[config.mk]
export PLATFORM = sky130hd
export DESIGN_NAME = bresenham_line_to_serpentine_leds
export DESIGN_NICKNAME = d
export VERILOG_FILES = /design/src/rtl/core/bl2led_pkg.sv /design/src/rtl/core/bl2led_ucode_rom.sv /design/src/rtl/core/bresenham_line_to_serpentine_leds.sv
export SDC_FILE = /design/constraint.sdc
export NUM_CORES = 1
export LEC_CHECK = 0
export ABC_AREA = 1
export BUFFER_PORTS_ARGS = -buffer_cell sky130_fd_sc_hd__buf_2
export CORE_ASPECT_RATIO = 1.1
export CORE_MARGIN = 3
export CORE_UTILIZATION = 58
export CTS_CLUSTER_SIZE = 8
export DETAILED_ROUTE_END_ITERATION = 16
export HOLD_SLACK_MARGIN = 0.05
export PLACE_DENSITY = 0.86
export SYNTH_ARGS = -nofsm -noshare
export SYNTH_HDL_FRONTEND = slang
export SYNTH_SLANG_ARGS = --single-unit
[constraint.sdc]
create_clock -name i_clk -period 5.6 [get_ports i_clk]
set_input_delay 0.84 -clock i_clk [delete_from_list [all_inputs] [get_ports i_clk]]
set_output_delay 0.84 -clock i_clk [all_outputs]
set_load 0.05 [all_outputs]
[src/rtl/core/bl2led_pkg.sv]
// ----------------------------------------------------------------------------
// bl2led_pkg
// Shared types, constants and helper functions for the line-to-LED engine.
// ----------------------------------------------------------------------------
package bl2led_pkg;

    // Matrix geometry.
    localparam int MATRIX_WIDTH  = 16;
    localparam int MATRIX_HEIGHT = 16;

    // Coordinate format and the window that endpoints are clamped to.
    localparam int COORD_W = 7;
    localparam logic signed [COORD_W-1:0] COORD_LOW  = -7'sd16;
    localparam logic signed [COORD_W-1:0] COORD_HIGH = 7'sd47;

    // Error term of the walk; wide enough for every reachable value.
    localparam int FRAC_W = 10;

    // Microcode program counter and step addresses.
    typedef logic [1:0] t_pc;
    localparam t_pc PC_WAIT  = 2'd0;
    localparam t_pc PC_SETUP = 2'd1;
    localparam t_pc PC_FIRST = 2'd2;
    localparam t_pc PC_WALK  = 2'd3;

    // Branch conditions of a control word.
    typedef logic [1:0] t_cond;
    localparam t_cond COND_ALWAYS = 2'd0;
    localparam t_cond COND_START  = 2'd1;
    localparam t_cond COND_LAST   = 2'd2;

    // One control word of the sequencer program.
    typedef struct packed {
        logic  busy;
        logic  load;
        logic  setup;
        logic  emit_first;
        logic  walk;
        t_cond cond;
        t_pc   tgt_true;
        t_pc   tgt_false;
    } t_ctrl;

    // Pixel mapping result.
    typedef struct packed {
        logic       visible;
        logic [7:0] led_index;
    } t_pix;

    // Clamp a raw signed coordinate into the legal window.
    function automatic logic signed [COORD_W-1:0] sat_coord(logic [COORD_W-1:0] raw);
        logic signed [COORD_W-1:0] v;
        v = $signed(raw);
        if (v < COORD_LOW) begin
            return COORD_LOW;
        end
        if (v > COORD_HIGH) begin
            return COORD_HIGH;
        end
        return v;
    endfunction

    // Clip a pixel to the matrix and map it to its serpentine LED position.
    function automatic t_pix map_pixel(logic signed [COORD_W-1:0] x,
                                       logic signed [COORD_W-1:0] y);
        t_pix p;
        int   col;
        int   row;
        int   idx;
        col = int'(x);
        row = int'(y);
        p.visible = (col >= 0) && (col < MATRIX_WIDTH) &&
                    (row >= 0) && (row < MATRIX_HEIGHT);
        if (x[0]) begin
            row = MATRIX_HEIGHT - 1 - row;
        end
        idx = col * MATRIX_HEIGHT + row;
        p.led_index = idx[7:0];
        return p;
    endfunction

endpackage

[src/rtl/core/bl2led_ucode_rom.sv]
// ----------------------------------------------------------------------------
// bl2led_ucode_rom
// Read-only control store: one control word for each program step.
// ----------------------------------------------------------------------------
module bl2led_ucode_rom (
    input  bl2led_pkg::t_pc   i_pc,
    output bl2led_pkg::t_ctrl o_ctrl
);
    import bl2led_pkg::*;

    // Fields: busy, load, setup, emit_first, walk, cond, target if true, else.
    always_comb begin
        case (i_pc)
            PC_WAIT:  o_ctrl = '{1'b0, 1'b1, 1'b0, 1'b0, 1'b0,
                                 COND_START, PC_SETUP, PC_WAIT};
            PC_SETUP: o_ctrl = '{1'b1, 1'b0, 1'b1, 1'b0, 1'b0,
                                 COND_ALWAYS, PC_FIRST, PC_FIRST};
            PC_FIRST: o_ctrl = '{1'b1, 1'b0, 1'b0, 1'b1, 1'b0,
                                 COND_LAST, PC_WAIT, PC_WALK};
            PC_WALK:  o_ctrl = '{1'b1, 1'b0, 1'b0, 1'b0, 1'b1,
                                 COND_LAST, PC_WAIT, PC_WALK};
            default:  o_ctrl = '{1'b0, 1'b0, 1'b0, 1'b0, 1'b0,
                                 COND_ALWAYS, PC_WAIT, PC_WAIT};
        endcase
    end

endmodule

[src/rtl/core/bresenham_line_to_serpentine_leds.sv]
// ----------------------------------------------------------------------------
// bresenham_line_to_serpentine_leds
// Walks an integer Bresenham line and emits one serpentine LED pixel per step.
// ----------------------------------------------------------------------------
//
// Channel   Direction  Handshake                     Payload
// --------  ---------  ----------------------------  ---------------------------
// command   in         start high while busy low     endpoints, RGB color
// pixel     out        o_valid strobe, one cycle     LED index, visible, RGB, last
//
// After the accepting edge the engine stays busy through a setup step and then
// through the walk, one pixel per cycle from the single step unit (an update
// of the error term and a step of one or both coordinates per pixel), up to
// the longest line of 64 pixels. The next command is taken in the cycle in
// which the last pixel is shown. Reset is synchronous and active low; it
// returns the sequencer to its wait step and drops the strobe. The receiver
// cannot stall the pixel stream.
//
// Control is a four-step microprogram in bl2led_ucode_rom. Each control word
// selects which datapath action runs this cycle (load, setup, first pixel,
// walk step) and a branch: always taken, wait for start, or leave the walk
// loop once the last pixel is produced.
// ----------------------------------------------------------------------------
module bresenham_line_to_serpentine_leds (
    input  logic              i_clk,
    input  logic              i_rst_n,
    input  logic              start,
    output logic              busy,
    input  logic signed [6:0] i_start_x,
    input  logic signed [6:0] i_start_y,
    input  logic signed [6:0] i_end_x,
    input  logic signed [6:0] i_end_y,
    input  logic [7:0]        i_color_red,
    input  logic [7:0]        i_color_green,
    input  logic [7:0]        i_color_blue,
    output logic              o_valid,
    output logic [7:0]        o_led_index,
    output logic              o_visible,
    output logic [7:0]        o_out_red,
    output logic [7:0]        o_out_green,
    output logic [7:0]        o_out_blue,
    output logic              o_last_pixel
);
    import bl2led_pkg::*;

    // Sequencer.
    t_pc   r_pc;
    t_pc   n_pc;
    t_ctrl s_ctrl;
    logic  s_cond;
    logic  s_last;

    // Datapath registers: current point, end point, walk setup and color.
    logic signed [COORD_W-1:0] r_x;
    logic signed [COORD_W-1:0] r_y;
    logic signed [COORD_W-1:0] r_xe;
    logic signed [COORD_W-1:0] r_ye;
    logic                      r_sx_neg;
    logic                      r_sy_neg;
    logic                      r_xmaj;
    logic [7:0]                r_dmaj2;
    logic [7:0]                r_dmin2;
    logic [FRAC_W-1:0]         r_frac;
    logic [7:0]                r_red;
    logic [7:0]                r_green;
    logic [7:0]                r_blue;

    // Output register.
    logic       r_valid;
    logic [7:0] r_led;
    logic       r_vis;
    logic [7:0] r_out_red;
    logic [7:0] r_out_green;
    logic [7:0] r_out_blue;
    logic       r_last;

    // Setup arithmetic.
    logic signed [COORD_W:0] s_dx;
    logic signed [COORD_W:0] s_dy;
    logic [COORD_W-1:0]      s_adx;
    logic [COORD_W-1:0]      s_ady;
    logic                    s_xmaj;
    logic [FRAC_W-1:0]       s_frac0;

    // Walk step arithmetic.
    logic                      s_minor;
    logic                      s_step_x;
    logic                      s_step_y;
    logic signed [COORD_W-1:0] s_nx;
    logic signed [COORD_W-1:0] s_ny;
    logic [FRAC_W-1:0]         s_nfrac;
    logic                      s_walk_last;
    logic                      s_first_last;

    // Pixel that leaves this cycle, before clipping is applied to the payload.
    logic signed [COORD_W-1:0] s_px;
    logic signed [COORD_W-1:0] s_py;
    t_pix                      s_pix;
    logic                      s_emit;

    bl2led_ucode_rom u_rom (
        .i_pc   (r_pc),
        .o_ctrl (s_ctrl)
    );

    assign busy = s_ctrl.busy;

    // Setup: absolute deltas, step directions and the initial error term.
    always_comb begin
        s_dx  = {r_xe[COORD_W-1], r_xe} - {r_x[COORD_W-1], r_x};
        s_dy  = {r_ye[COORD_W-1], r_ye} - {r_y[COORD_W-1], r_y};
        s_adx = s_dx[COORD_W] ? COORD_W'(-s_dx) : s_dx[COORD_W-1:0];
        s_ady = s_dy[COORD_W] ? COORD_W'(-s_dy) : s_dy[COORD_W-1:0];
        // Ties go to the y-major walk.
        s_xmaj = s_adx > s_ady;
        if (s_xmaj) begin
            s_frac0 = {2'b00, s_ady, 1'b0} - {3'b000, s_adx};
        end else begin
            s_frac0 = {2'b00, s_adx, 1'b0} - {3'b000, s_ady};
        end
    end

    // One Bresenham step: the major axis always moves, the minor axis moves
    // when the error term is not negative.
    always_comb begin
        s_minor  = !r_frac[FRAC_W-1];
        s_step_x = r_xmaj || s_minor;
        s_step_y = !r_xmaj || s_minor;
        s_nx = s_step_x ? (r_sx_neg ? r_x - 7'sd1 : r_x + 7'sd1) : r_x;
        s_ny = s_step_y ? (r_sy_neg ? r_y - 7'sd1 : r_y + 7'sd1) : r_y;
        s_nfrac = r_frac - (s_minor ? {2'b00, r_dmaj2} : {FRAC_W{1'b0}})
                + {2'b00, r_dmin2};
        s_walk_last  = r_xmaj ? (s_nx == r_xe) : (s_ny == r_ye);
        s_first_last = (r_x == r_xe) && (r_y == r_ye);
    end

    // The first pixel is the start point itself; walk steps show the new point.
    always_comb begin
        s_px   = s_ctrl.walk ? s_nx : r_x;
        s_py   = s_ctrl.walk ? s_ny : r_y;
        s_pix  = map_pixel(s_px, s_py);
        s_emit = s_ctrl.emit_first || s_ctrl.walk;
        s_last = s_ctrl.walk ? s_walk_last : s_first_last;
    end

    // Branch resolution of the current control word.
    always_comb begin
        case (s_ctrl.cond)
            COND_ALWAYS: s_cond = 1'b1;
            COND_START:  s_cond = start;
            COND_LAST:   s_cond = s_last;
            default:     s_cond = 1'b0;
        endcase
        n_pc = s_cond ? s_ctrl.tgt_true : s_ctrl.tgt_false;
    end

    always_ff @(posedge i_clk) begin
        if (!i_rst_n) begin
            r_pc    <= PC_WAIT;
            r_valid <= 1'b0;
        end else begin
            r_pc    <= n_pc;
            r_valid <= s_emit;
        end
    end

    always_ff @(posedge i_clk) begin
        if (s_ctrl.load && start) begin
            r_x     <= sat_coord(i_start_x);
            r_y     <= sat_coord(i_start_y);
            r_xe    <= sat_coord(i_end_x);
            r_ye    <= sat_coord(i_end_y);
            r_red   <= i_color_red;
            r_green <= i_color_green;
            r_blue  <= i_color_blue;
        end
        if (s_ctrl.setup) begin
            r_sx_neg <= s_dx[COORD_W];
            r_sy_neg <= s_dy[COORD_W];
            r_xmaj   <= s_xmaj;
            r_dmaj2  <= s_xmaj ? {s_adx, 1'b0} : {s_ady, 1'b0};
            r_dmin2  <= s_xmaj ? {s_ady, 1'b0} : {s_adx, 1'b0};
            r_frac   <= s_frac0;
        end
        if (s_ctrl.walk) begin
            r_x    <= s_nx;
            r_y    <= s_ny;
            r_frac <= s_nfrac;
        end
        // Off-screen pixels carry a cleared index and color.
        r_led       <= s_pix.visible ? s_pix.led_index : 8'd0;
        r_vis       <= s_pix.visible;
        r_out_red   <= s_pix.visible ? r_red : 8'd0;
        r_out_green <= s_pix.visible ? r_green : 8'd0;
        r_out_blue  <= s_pix.visible ? r_blue : 8'd0;
        r_last      <= s_last;
    end

    assign o_valid      = r_valid;
    assign o_led_index  = r_led;
    assign o_visible    = r_vis;
    assign o_out_red    = r_out_red;
    assign o_out_green  = r_out_green;
    assign o_out_blue   = r_out_blue;
    assign o_last_pixel = r_last;

    // A pixel is only produced by the first-pixel or walk steps.
    a_valid_from_emit: assert property (@(posedge i_clk) disable iff (!i_rst_n)
        o_valid |-> ($past(r_pc) == PC_FIRST || $past(r_pc) == PC_WALK))
        else $error("pixel strobe without an emitting step");

    // The engine goes idle exactly when the last pixel of a line is shown.
    a_idle_on_last: assert property (@(posedge i_clk) disable iff (!i_rst_n)
        (o_valid && o_last_pixel) |-> !busy)
        else $error("engine still busy after the last pixel");

    a_last_ends_run: assert property (@(posedge i_clk) disable iff (!i_rst_n)
        $fell(busy) |-> (o_valid && o_last_pixel))
        else $error("engine went idle without a last pixel");

    // An accepted command always starts a run.
    a_accept_busy: assert property (@(posedge i_clk) disable iff (!i_rst_n)
        (start && !busy) |=> busy)
        else $error("accepted command did not start a run");

    // Clipped pixels leave no trace in the payload.
    a_clip_clear: assert property (@(posedge i_clk) disable iff (!i_rst_n)
        (o_valid && !o_visible) |-> (o_led_index == 8'd0 && o_out_red == 8'd0 &&
                                     o_out_green == 8'd0 && o_out_blue == 8'd0))
        else $error("off-screen pixel carries data");

endmodule
Yosys cells after proc, flatten, opt, wreduce, memory -nomap -nowiden
Cells that the tools add are included.
Widths: inputs -> output; s select.
Storage, ports and cells
  register bits: 118
  bits of input ports: 55
  output and inout port bits: 36
  word-level logic and storage cells: 131
Operators by class
  $add $sub $neg: 14
  $lt $le $gt $ge: 13
  eq/ne operators: 9
  muxes and demuxes: 60
  reduce and logical (&&, ||, !) cells: 14
Operators with widths (count)
  $mux 7: 28
  $pmux 11 s4: 1
  $mux 8: 4
  $mux 10: 3
  $eq 7x7->1: 4
  $gt 7x7->1 const B: 4
  $lt 7x5->1 const B: 4
  $mux 1: 22
  $sub 8x7->9: 2
  $sub 7x7->8: 2
  $add 7x2->7 const B: 2
  $ge 7x1->1 const B: 2
  $lt 7x6->1 const B: 2
  $neg 7->7: 2
  $sub 7x2->7 const B: 2
  $add 10x8->10: 1
  $sub 10x8->10: 1
  $add 8x8->8: 1
  $sub 5x7->8 const A: 1
  $gt 7x7->1: 1
  $eq 2x2->1 const B: 3
  $logic_and 1x1->1: 5
  $eq 2x1->1 const B: 2
  $logic_not 2->1: 2
  5 further kinds: 9

Depth between registers and ports, before layout
Gate-level depths: netlist (run 1).
  word-level depth: 10
  gate-level depth with buffers: 29

Modules after synthesis
A second synthesis (run 1) with hierarchy kept.
Second synthesis, totals
  cell total of the unflattened synthesis: 1047
  area total of the unflattened synthesis: 7970.1 um2
By module, submodules not included
  bresenham_line_to_serpentine_leds: times used 1, cells an instance 1033, area each 7898.8 um2
  bl2led_ucode_rom: times used 1, cells an instance 14, area each 71.3 um2

Least setup slack after synthesis (run 1)
OpenSTA, ideal clock, no wires.
  path type: reg2reg
  start point: register r_y[0]
  end point: register r_dmin2[2] (data pin)
  setup time: 266 ps
  arrival: 3555 ps
  data required time: 5334 ps
  setup slack: 1780 ps
  cell stages (with the launch flop): 26
  path buffers: 2
  clock period less this slack: 3820 ps
  cell sequence: edfxtp_1 -> ha_1 -> inv_1 -> fa_1 -> inv_1 -> ha_1 -> inv_1 -> nor2_1 -> nand2_1 -> nor2_1 -> nand2_1 -> nand2_1 -> nand3_1 -> nand2_1 -> inv_1 -> ha_1 -> nand2_1 -> nor2_1 -> nand2_1 -> o211ai_1 -> and2_1 -> clkbuf_1 -> inv_1 -> clkbuf_1 -> nand2_1 -> o21ai_0
Between the ends
  cells in the longest elaborated chain, start to end: 5
Ends and longest elaborated chain
  from (decl): RTL line bresenham_line_to_serpentine_leds.sv:55  | logic signed [COORD_W-1:0] r_y;
  from (signal assigned): RTL line bresenham_line_to_serpentine_leds.sv:170  | r_y <= sat_coord(i_start_y);
  from (signal assigned): RTL line bresenham_line_to_serpentine_leds.sv:187  | r_y <= s_ny;
  $sub 7x7->8 *: RTL line bresenham_line_to_serpentine_leds.sv:111  | s_dy = {r_ye[COORD_W-1], r_ye} - {r_y[COORD_W-1], r_y};
  $neg 7->7: RTL line bresenham_line_to_serpentine_leds.sv:113  | s_ady = s_dy[COORD_W] ? COORD_W'(-s_dy) : s_dy[COORD_W-1:0];
  $mux 7 *: RTL line bresenham_line_to_serpentine_leds.sv:113
  $gt 7x7->1: RTL line bresenham_line_to_serpentine_leds.sv:115  | s_xmaj = s_adx > s_ady;
  $mux 8 *: RTL line bresenham_line_to_serpentine_leds.sv:182  | r_dmin2 <= s_xmaj ? {s_ady, 1'b0} : {s_adx, 1'b0};
  to (signal assigned): RTL line bresenham_line_to_serpentine_leds.sv:182
  to (decl): RTL line bresenham_line_to_serpentine_leds.sv:62  | logic [7:0] r_dmin2;
Mark *: on every way between the ends. The rest lies on a longest branch, timed or not.
A chain may end at the register's enable or synchronous reset.

Worst setup path after layout (run 1)
  start point: register r_y[0]
  end point: register r_frac[4] (data pin)
Between the ends
  cells in the longest elaborated chain, start to end: 7
  elaborated cells on any way between the ends: 9
Ends and longest elaborated chain
  $sub 7x7->8 *: RTL line bresenham_line_to_serpentine_leds.sv:111
  $neg 7->7: RTL line bresenham_line_to_serpentine_leds.sv:113
  $mux 7 *: RTL line bresenham_line_to_serpentine_leds.sv:113
  $sub 8x7->9 (tied with other cells): RTL line bresenham_line_to_serpentine_leds.sv:119  | s_frac0 = {2'b00, s_adx, 1'b0} - {3'b000, s_ady};
  $mux 10 *: RTL line bresenham_line_to_serpentine_leds.sv:116  | if (s_xmaj) begin
  $mux 10 *: RTL line bresenham_line_to_serpentine_leds.sv:177  | if (s_ctrl.setup) begin
  $mux 10 *: RTL line bresenham_line_to_serpentine_leds.sv:185  | if (s_ctrl.walk) begin
  to (signal assigned): RTL line bresenham_line_to_serpentine_leds.sv:183  | r_frac <= s_frac0;
  to (signal assigned): RTL line bresenham_line_to_serpentine_leds.sv:188  | r_frac <= s_nfrac;
  to (decl): RTL line bresenham_line_to_serpentine_leds.sv:63  | logic [FRAC_W-1:0] r_frac;
Mark *: on every way between the ends. The rest lies on a longest branch, timed or not. The select of a mux whose other input is x is not followed.

==> flow_results.xml, run 1 <==
<?xml version="1.0" encoding="UTF-8"?>
<metrics>
  <group name="status">
    <metric name="outcome" unit="">completed</metric>
  </group>
  <group name="yosys">
    <metric name="synth_cells" unit="">960</metric>
    <metric name="yosys_warnings" unit="">0</metric>
    <metric name="synth_top_area_share" unit="%">30.5</metric>
    <metric name="syn_avg_cell_area" unit="um^2">8.01</metric>
    <metric name="synth.cell_area" unit="um^2">7690</metric>
    <metric name="synth_area_leaders" unit="">sky130_fd_sc_hd__edfxtp_1, sky130_fd_sc_hd__nand2_1, sky130_fd_sc_hd__dfxtp_1</metric>
    <metric name="synth_seq_cells" unit="">115</metric>
    <metric name="synth_async_sr_flop_share" unit="%">0</metric>
    <metric name="synth_commonest_cells" unit="">sky130_fd_sc_hd__nand2_1, sky130_fd_sc_hd__inv_1, sky130_fd_sc_hd__edfxtp_1</metric>
    <metric name="synthDominantAreaCellType" unit="">sky130_fd_sc_hd__edfxtp_1</metric>
    <metric name="synth_sequential_area_ratio" unit="%">40.1</metric>
    <metric name="synth_nets" unit="">1086</metric>
    <metric name="synth-edff-count" unit="">78</metric>
    <metric name="number_of_library_cell_types_mapped_by_synthesis" unit="">45</metric>
    <metric name="synth.most_common_cell" unit="">sky130_fd_sc_hd__nand2_1</metric>
    <metric name="dominantRegCellSynth" unit="">sky130_fd_sc_hd__edfxtp_1</metric>
  </group>
  <group name="floorplan">
    <metric name="die-width" unit="um">116</metric>
    <metric name="floorplan.io_pins" unit="">91</metric>
    <metric name="dieArea" unit="um^2">14700</metric>
    <metric name="placementRows" unit="">43</metric>
    <metric name="height_of_the_chip" unit="um">127</metric>
    <metric name="start_util" unit="%">60.1</metric>
    <metric name="core-area" unit="um^2">12800</metric>
  </group>
  <group name="flow_run">
    <metric name="drv_cap" unit="">0</metric>
  </group>
  <group name="global_route">
    <metric name="grt_antenna_before_repair" unit="">0</metric>
    <metric name="grt_use_total" unit="%">26.4</metric>
    <metric name="grt.overflow.total" unit="">0</metric>
    <metric name="grt_first_pass_wirelength" unit="um">30500</metric>
    <metric name="largest_net_degree_at_the_start_of_global_routing" unit="">39</metric>
    <metric name="grt_pass1_vias" unit="">6741</metric>
  </group>
  <group name="detailed_routing">
    <metric name="first_iter_violations" unit="">449</metric>
    <metric name="vias_per_cell" unit="">5.39</metric>
    <metric name="drt_first_pass_iters" unit="">5</metric>
    <metric name="vias" unit="">6617</metric>
    <metric name="routed_wirelength" unit="um">18700</metric>
    <metric name="detail-route-antenna-nets" unit="">0</metric>
    <metric name="drc" unit="">0</metric>
    <metric name="wire_per_inst" unit="um">15.2</metric>
  </group>
  <group name="cts">
    <metric name="cts_hold_repair.buffers" unit="">0</metric>
    <metric name="clock_slew_at_reported_path_ffs" unit="ns">0.06</metric>
    <metric name="clk_latency" unit="ns">0.42</metric>
    <metric name="cts_buffers" unit="">17</metric>
    <metric name="cts_root_buf" unit="">sky130_fd_sc_hd__clkbuf_16</metric>
    <metric name="cts_h_tree_depth" unit="">4</metric>
    <metric name="count_of_cells_resized_by_post_cts_repair" unit="">0</metric>
    <metric name="cts_num_sinks" unit="">115</metric>
    <metric name="cts-root-to-sink-buffers" unit="">2</metric>
    <metric name="tritoncts_clock_tree" unit="">built</metric>
    <metric name="post-cts-setup-buffers" unit="">0</metric>
  </group>
  <group name="timing">
    <metric name="worst_slew_pin_slew" unit="ns">0.746</metric>
    <metric name="tns" unit="ns">0</metric>
    <metric name="hold_viol" unit="">0</metric>
    <metric name="maxClockFrequency" unit="MHz">224</metric>
    <metric name="timing_max_transition_violations_final" unit="">0</metric>
    <metric name="timing.final.crit_period" unit="ns">4.47</metric>
    <metric name="post-route-period-util" unit="%">79.7</metric>
    <metric name="setup_repair_after_global_routing_missed_its_margin" unit="">false</metric>
    <metric name="maxSlewHeadroom" unit="%">49.7</metric>
    <metric name="report.final.setup_viol" unit="">0</metric>
    <metric name="final.setup_skew" unit="ns">0.0110</metric>
  </group>
  <group name="placed_design">
    <metric name="port_buffers" unit="">90</metric>
    <metric name="numPlacedInstances" unit="">1196</metric>
    <metric name="place_congestion" unit="">0.925</metric>
    <metric name="dp.final_hpwl" unit="um">13200</metric>
    <metric name="placed_cell_area" unit="um^2">8290</metric>
  </group>
  <group name="final_layout">
    <metric name="final_cells" unit="">1228</metric>
    <metric name="num_antenna_cells" unit="">0</metric>
    <metric name="final_layout_size_suffix_gt1_share" unit="%">15.5</metric>
    <metric name="nNetsFinal" unit="">1184</metric>
    <metric name="stdcell_area" unit="um^2">8900</metric>
    <metric name="synthToLayoutAreaGrowth" unit="%">15.7</metric>
    <metric name="finalCoreUtilization" unit="%">69.5</metric>
  </group>
  <group name="setup_path">
    <metric name="crit_path_end_kind" unit="">flop</metric>
    <metric name="arrival" unit="ns">4.62</metric>
    <metric name="worst-setup-path-type" unit="">flop to flop</metric>
    <metric name="worstPathRequired" unit="ns">5.75</metric>
    <metric name="start_kind" unit="">flop</metric>
    <metric name="worst-path-max-fanout" unit="">25</metric>
  </group>
  <group name="power_and_ir_drop">
    <metric name="leakagePower" unit="nW">4.58</metric>
    <metric name="post-layout-total-power" unit="mW">4.78</metric>
    <metric name="power-per-cell-area" unit="nW/um^2">537</metric>
    <metric name="vdd_drop_max" unit="V">0.000298</metric>
  </group>
  <group name="min_path">
    <metric name="min-delay-path-class" unit="">flop to flop</metric>
  </group>
</metrics>
==> cells by family (layout without fill, tap and decap cells) <==
logic type      count (synthesis)  after routing  synth area share [%]
simple gates                  412            412                  23.7
buf+inv                       197            308                  9.94
compound gates                130            130                  9.18
flops                         115            115                  40.1
fa+ha+maj                      71             71                  13.0
xor+xnor                       35             35                  4.08
==> report_power, final <==
part	internal [mW]	switching [mW]
Sequential	1.12	0.0697
Clock	0.711	0.403
Combinational	0.929	1.55
==> state kept, by name (all words and copies together) (netlist names), 2 cells and up <==
| register | cells |
|---|---|
| r_xe | 7 |
| r_blue | 8 |
| o_out_green | 8 |
| r_dmin2 | 7 |
| r_green | 8 |
| r_dmaj2 | 7 |
| o_led_index | 8 |
| r_red | 8 |
| r_y | 7 |
| o_out_red | 8 |
| r_x | 7 |
| r_frac | 9 |
| o_out_blue | 8 |
| r_ye | 7 |
| r_pc | 2 |
==> layout by cell type, fill, tap and decap left out, types with 2 or more instances in the layout <==
cell type                    instances
sky130_fd_sc_hd__a31oi_1             3
sky130_fd_sc_hd__buf_4               6
sky130_fd_sc_hd__clkinv_2            2
sky130_fd_sc_hd__o21bai_1            2
sky130_fd_sc_hd__a21oi_2             4
sky130_fd_sc_hd__nand3b_1           10
sky130_fd_sc_hd__xnor2_1            11
sky130_fd_sc_hd__a32o_1              2
sky130_fd_sc_hd__o211ai_1            3
sky130_fd_sc_hd__dfxtp_1            37
sky130_fd_sc_hd__nand2_4             4
sky130_fd_sc_hd__nand2_1           225
sky130_fd_sc_hd__and2_1              2
sky130_fd_sc_hd__nor2_1             76
sky130_fd_sc_hd__nand3_2             5
sky130_fd_sc_hd__xor2_1             23
sky130_fd_sc_hd__nand3_1            41
sky130_fd_sc_hd__o21ai_0            63
sky130_fd_sc_hd__nand4_1            17
sky130_fd_sc_hd__clkbuf_16          17
sky130_fd_sc_hd__clkinv_4            2
sky130_fd_sc_hd__inv_2               3
sky130_fd_sc_hd__clkinvlp_4          4
sky130_fd_sc_hd__a21oi_1            42
sky130_fd_sc_hd__o21ai_1             5
sky130_fd_sc_hd__or2_2              12
sky130_fd_sc_hd__buf_2              90
sky130_fd_sc_hd__inv_1             176
sky130_fd_sc_hd__fa_1               15
sky130_fd_sc_hd__nand2_2             8
sky130_fd_sc_hd__nor4_1              3
sky130_fd_sc_hd__nor3_1              4
sky130_fd_sc_hd__ha_1               56
sky130_fd_sc_hd__nor2_2              2
sky130_fd_sc_hd__edfxtp_1           78
sky130_fd_sc_hd__bufinv_16           3
sky130_fd_sc_hd__clkbuf_1            2
==> through the flow <==
stage | hold WS [ns] | setup slack [ns]
2_1_floorplan | 0.439 | 1.78
3_3_place_gp | 0.441 | 1.40
3_5_place_dp | 0.452 | 1.25
4_1_cts | 0.467 | 1.19
5_1_grt | 0.494 | 0.761
6_report | 0.463 | 1.13
==> area by class of cell <==
cell class,count,area (um^2)
Multi-Input combinational cell,648,3840
Inverter,180,676
Clock inverter,12,156
Timing Repair Buffer,96,495
Sequential cell,115,3080
Clock buffer,20,447
Fill cell,963,3910
Tap cell,157,196
==> routing by layer <==
layer	up-vias	wire length, um	track usage (%)
li1	3291	-	-
met1	3038	7240	29.3
met2	242	9500	46.5
met3	46	1450	7.54
met4	0	535	11.7
met5	-	0	0
==> critical path, stage by stage (launching register included) <==
cell	delay (ns)
sky130_fd_sc_hd__edfxtp_1	0.49
sky130_fd_sc_hd__ha_1	0.24
sky130_fd_sc_hd__inv_1	0.08
sky130_fd_sc_hd__fa_1	0.45
sky130_fd_sc_hd__inv_1	0.08
sky130_fd_sc_hd__ha_1	0.16
sky130_fd_sc_hd__inv_1	0.04
sky130_fd_sc_hd__nor2_1	0.10
sky130_fd_sc_hd__nand2_1	0.10
sky130_fd_sc_hd__nor2_1	0.13
sky130_fd_sc_hd__nand2_1	0.07
sky130_fd_sc_hd__nand2_1	0.06
sky130_fd_sc_hd__nand3_1	0.09
sky130_fd_sc_hd__nand2_1	0.12
sky130_fd_sc_hd__inv_1	0.11
sky130_fd_sc_hd__ha_1	0.33
sky130_fd_sc_hd__nand2_1	0.08
sky130_fd_sc_hd__nor2_1	0.14
sky130_fd_sc_hd__nand2_1	0.07
sky130_fd_sc_hd__o211ai_1	0.16
sky130_fd_sc_hd__and2_1	0.18
sky130_fd_sc_hd__buf_4	0.24
sky130_fd_sc_hd__inv_1	0.25
sky130_fd_sc_hd__a32o_1	0.29
sky130_fd_sc_hd__nand2_1	0.05
sky130_fd_sc_hd__o21ai_0	0.07
==> worst paths after layout <==
kind                 start            to  slack [ns]  cells past startpoint
setup / recovery    r_y[0]     r_frac[4]        1.13                     25
hold / removal    r_red[4]  o_out_red[4]        0.46                      2
setup reg to reg    r_y[0]     r_frac[4]        1.13                     25
hold reg to reg   r_red[4]  o_out_red[4]        0.46                      2
Power figures use the tool's default switching activity.
==> run 2: changes to the inputs <==
--- a/config.mk
+++ b/config.mk
@@ -9,11 +9,11 @@
 export BUFFER_PORTS_ARGS = -buffer_cell sky130_fd_sc_hd__buf_2
 export CORE_ASPECT_RATIO = 1.1
 export CORE_MARGIN = 3
-export CORE_UTILIZATION = 58
+export CORE_UTILIZATION = 54
 export CTS_CLUSTER_SIZE = 8
 export DETAILED_ROUTE_END_ITERATION = 16
 export HOLD_SLACK_MARGIN = 0.05
-export PLACE_DENSITY = 0.86
+export PLACE_DENSITY = 0.85
 export SYNTH_ARGS = -nofsm -noshare
 export SYNTH_HDL_FRONTEND = slang
 export SYNTH_SLANG_ARGS = --single-unit
==> constraint.sdc (replaced) <==
create_clock -name i_clk -period 3.8 [get_ports i_clk]
set_input_delay 0.57 -clock i_clk [delete_from_list [all_inputs] [get_ports i_clk]]
set_output_delay 0.57 -clock i_clk [all_outputs]
set_load 0.05 [all_outputs]
==> flow_results.xml, run 2 (synthesized netlist as in run 1, its figures left out) <==
<?xml version="1.0" encoding="UTF-8"?>
<metrics>
  <group name="status">
    <metric name="outcome" unit="">complete, but fails checks</metric>
    <metric name="failed_checks" unit="">negative setup slack</metric>
  </group>
  <group name="detailed_routing">
    <metric name="detail-route-antenna-nets" unit="">0</metric>
    <metric name="drt_first_pass_iters" unit="">6</metric>
    <metric name="first_iter_violations" unit="">679</metric>
    <metric name="vias_per_cell" unit="">5.43</metric>
    <metric name="vias" unit="">7049</metric>
    <metric name="routed_wirelength" unit="um">20800</metric>
    <metric name="drc" unit="">0</metric>
    <metric name="wire_per_inst" unit="um">16.1</metric>
  </group>
  <group name="floorplan">
    <metric name="die-width" unit="um">120</metric>
    <metric name="start_util" unit="%">55.5</metric>
    <metric name="floorplan.io_pins" unit="">91</metric>
    <metric name="core-area" unit="um^2">13900</metric>
    <metric name="dieArea" unit="um^2">15700</metric>
    <metric name="height_of_the_chip" unit="um">131</metric>
    <metric name="placementRows" unit="">45</metric>
  </group>
  <group name="placed_design">
    <metric name="port_buffers" unit="">90</metric>
    <metric name="dp.final_hpwl" unit="um">13900</metric>
    <metric name="place_congestion" unit="">0.955</metric>
    <metric name="placed_cell_area" unit="um^2">8440</metric>
  </group>
  <group name="final_layout">
    <metric name="final_layout_size_suffix_gt1_share" unit="%">23.0</metric>
    <metric name="stdcell_area" unit="um^2">9510</metric>
    <metric name="most-common-layout-cells" unit="">sky130_fd_sc_hd__nand2_1, sky130_fd_sc_hd__inv_1, sky130_fd_sc_hd__buf_2</metric>
    <metric name="registers.top_by_ff_count" unit="">r_frac</metric>
    <metric name="num_antenna_cells" unit="">0</metric>
    <metric name="synthToLayoutAreaGrowth" unit="%">23.7</metric>
    <metric name="fill_cells" unit="">989</metric>
    <metric name="finalCoreUtilization" unit="%">68.7</metric>
    <metric name="largest_register_ffs" unit="">9</metric>
    <metric name="nNetsFinal" unit="">1222</metric>
    <metric name="layout_commonest_cell" unit="">sky130_fd_sc_hd__nand2_1</metric>
    <metric name="multi_input_area" unit="um^2">4090</metric>
    <metric name="combined_flip_flop_and_latch_cell_area" unit="um^2">3080</metric>
  </group>
  <group name="cts">
    <metric name="cts_h_tree_depth" unit="">4</metric>
    <metric name="clock_slew_at_reported_path_ffs" unit="ns">0.06</metric>
    <metric name="tritoncts_clock_tree" unit="">built</metric>
    <metric name="cts-root-to-sink-buffers" unit="">2</metric>
    <metric name="cts_buffers" unit="">17</metric>
    <metric name="cts_hold_repair.buffers" unit="">0</metric>
    <metric name="cts_root_buf" unit="">sky130_fd_sc_hd__clkbuf_16</metric>
    <metric name="clk_latency" unit="ns">0.43</metric>
    <metric name="cts_num_sinks" unit="">115</metric>
  </group>
  <group name="setup_path">
    <metric name="timing.critical_path.mode_cell" unit="">sky130_fd_sc_hd__nand2_1</metric>
    <metric name="cell_by_cell_trace_of_the_critical_path" unit="">inv_1 &gt; ha_2 &gt; inv_2 &gt; fa_2 &gt; inv_2 &gt; ha_4 &gt; nor2_2 &gt; xor2_2 &gt; buf_4 &gt; ha_4 &gt; nand2_1 &gt; nor2_1 &gt; a211oi_2 &gt; nor2_1 &gt; o21ai_1 &gt; nand2_1 &gt; nand3_1 &gt; nand2_1 &gt; nand2_1 &gt; nand2_1 &gt; nand3_1 &gt; nand2_1 &gt; nand2_1 &gt; nand2_1</metric>
    <metric name="worst-path-max-fanout" unit="">4</metric>
    <metric name="crit_path_end_kind" unit="">flop</metric>
    <metric name="worst_path_max_delay_cell" unit="">sky130_fd_sc_hd__fa_2</metric>
    <metric name="worst-setup-path-type" unit="">flop to flop</metric>
    <metric name="arrival" unit="ns">4.00</metric>
    <metric name="start_kind" unit="">flop</metric>
    <metric name="worstPathRequired" unit="ns">3.98</metric>
    <metric name="worst_path_largest_cell_delay" unit="ns">0.61</metric>
  </group>
  <group name="global_route">
    <metric name="grt_antenna_before_repair" unit="">1</metric>
    <metric name="grt_first_pass_wirelength" unit="um">31400</metric>
    <metric name="grt.overflow.total" unit="">0</metric>
    <metric name="largest_net_degree_at_the_start_of_global_routing" unit="">34</metric>
    <metric name="grt_use_total" unit="%">24.9</metric>
    <metric name="grt_pass1_vias" unit="">6871</metric>
  </group>
  <group name="timing">
    <metric name="timing_max_transition_violations_final" unit="">0</metric>
    <metric name="setup_repair_after_global_routing_missed_its_margin" unit="">true</metric>
    <metric name="final.setup.worst_slack" unit="ns">-0.0204</metric>
    <metric name="maxSlewHeadroom" unit="%">51.4</metric>
    <metric name="final.setup_skew" unit="ns">0.0125</metric>
    <metric name="worst_slew_pin_slew" unit="ns">0.728</metric>
    <metric name="tns" unit="ns">-0.0204</metric>
    <metric name="post-route-period-util" unit="%">101</metric>
    <metric name="hold_viol" unit="">0</metric>
    <metric name="timing.final.crit_period" unit="ns">3.82</metric>
    <metric name="report.final.setup_viol" unit="">1</metric>
    <metric name="maxClockFrequency" unit="MHz">262</metric>
  </group>
  <group name="power_and_ir_drop">
    <metric name="vdd_drop_max" unit="V">0.000398</metric>
    <metric name="post-layout-total-power" unit="mW">7.98</metric>
    <metric name="power-per-cell-area" unit="nW/um^2">839</metric>
    <metric name="leakagePower" unit="nW">4.81</metric>
  </group>
  <group name="min_path">
    <metric name="min-delay-path-class" unit="">input pin to flop</metric>
  </group>
  <group name="flow_run">
    <metric name="drv_cap" unit="">0</metric>
  </group>
</metrics>
run 2: cell types whose count changed in the layout (fill, tap and decap cells not counted), moves of 5 or more:
cell / previous run / this run
sky130_fd_sc_hd__inv_1: 176 / 162
sky130_fd_sc_hd__buf_4: 6 / 40
sky130_fd_sc_hd__o21ai_0: 63 / 57
sky130_fd_sc_hd__ha_1: 56 / 45
sky130_fd_sc_hd__inv_2: 3 / 16
sky130_fd_sc_hd__ha_4: 0 / 9
sky130_fd_sc_hd__nand2_1: 225 / 220
run 2: final timing paths:
| path | from | end | slack (ns) | cells after the start |
|---|---|---|---|---|
| worst max register to register | r_xe[0] | r_frac[7] | -0.02 | 24 |
| worst min-delay path | i_color_green[1] | r_green[1] | 0.32 | 1 |
| worst max-delay path | r_xe[0] | r_frac[7] | -0.02 | 24 |
| worst min register to register | r_red[0] | o_out_red[0] | 0.48 | 2 |
run 2: stage by stage:
stage               std cells  worst slack, ns  hold WS, ns
floorplan                 960           0.0551        0.439
global placement         1241          0.00731        0.441
detailed placement       1241           -0.114        0.453
CTS                      1273          0.00943        0.312
global route             1297           -0.186        0.306
finish                   1297          -0.0204        0.317
run 2: worst max-delay path: cells and delay by family, from the launching register on:
kind | cells | cell delay (ns)
AO/OA/AOI/OAI | 2 | 0.43
buffers and inverters | 4 | 0.35
AND/OR/NAND/NOR | 13 | 1.06
flip-flops | 1 | 0.41
XOR/XNOR | 1 | 0.17
adder cells (fa/ha/maj) | 4 | 1.16
run 2: power by group:
| part | leakage [nW] | switching, mW | internal [mW] |
|---|---|---|---|
| clock network | 0.290 | 0.622 | 0.981 |
| logic | 3.48 | 2.71 | 1.91 |
| registers | 1.03 | 0.102 | 1.65 |
run 2: area by class of cell:
| type | instances | area share (%) |
|---|---|---|
| multi-input combinational | 648 | 43.0 |
| sequential | 115 | 32.4 |
| timing repair buffer | 134 | 8.75 |
| inverter | 180 | 7.13 |
| clock buffer | 20 | 5.03 |
| tap | 188 | 2.47 |
| clock inverter | 12 | 1.21 |
run 2: per-layer routing:
metal  up-vias  track usage [%]  part of all wire [%]
li1       3367                -                     -
met1      3228             27.2                    36
met2       367             44.9                    51
met3        85             7.02                   8.6
met4         2             10.4                   3.9
met5         -                0                 0.034
run 2: repair_timing:
item / CTS / global route
gates cloned: 0 / 2
buffers inserted: 0 / 22
endpoints found under the setup margin: 5 / 22
pin swaps: 1 / 18
resized for setup: 6 / 61
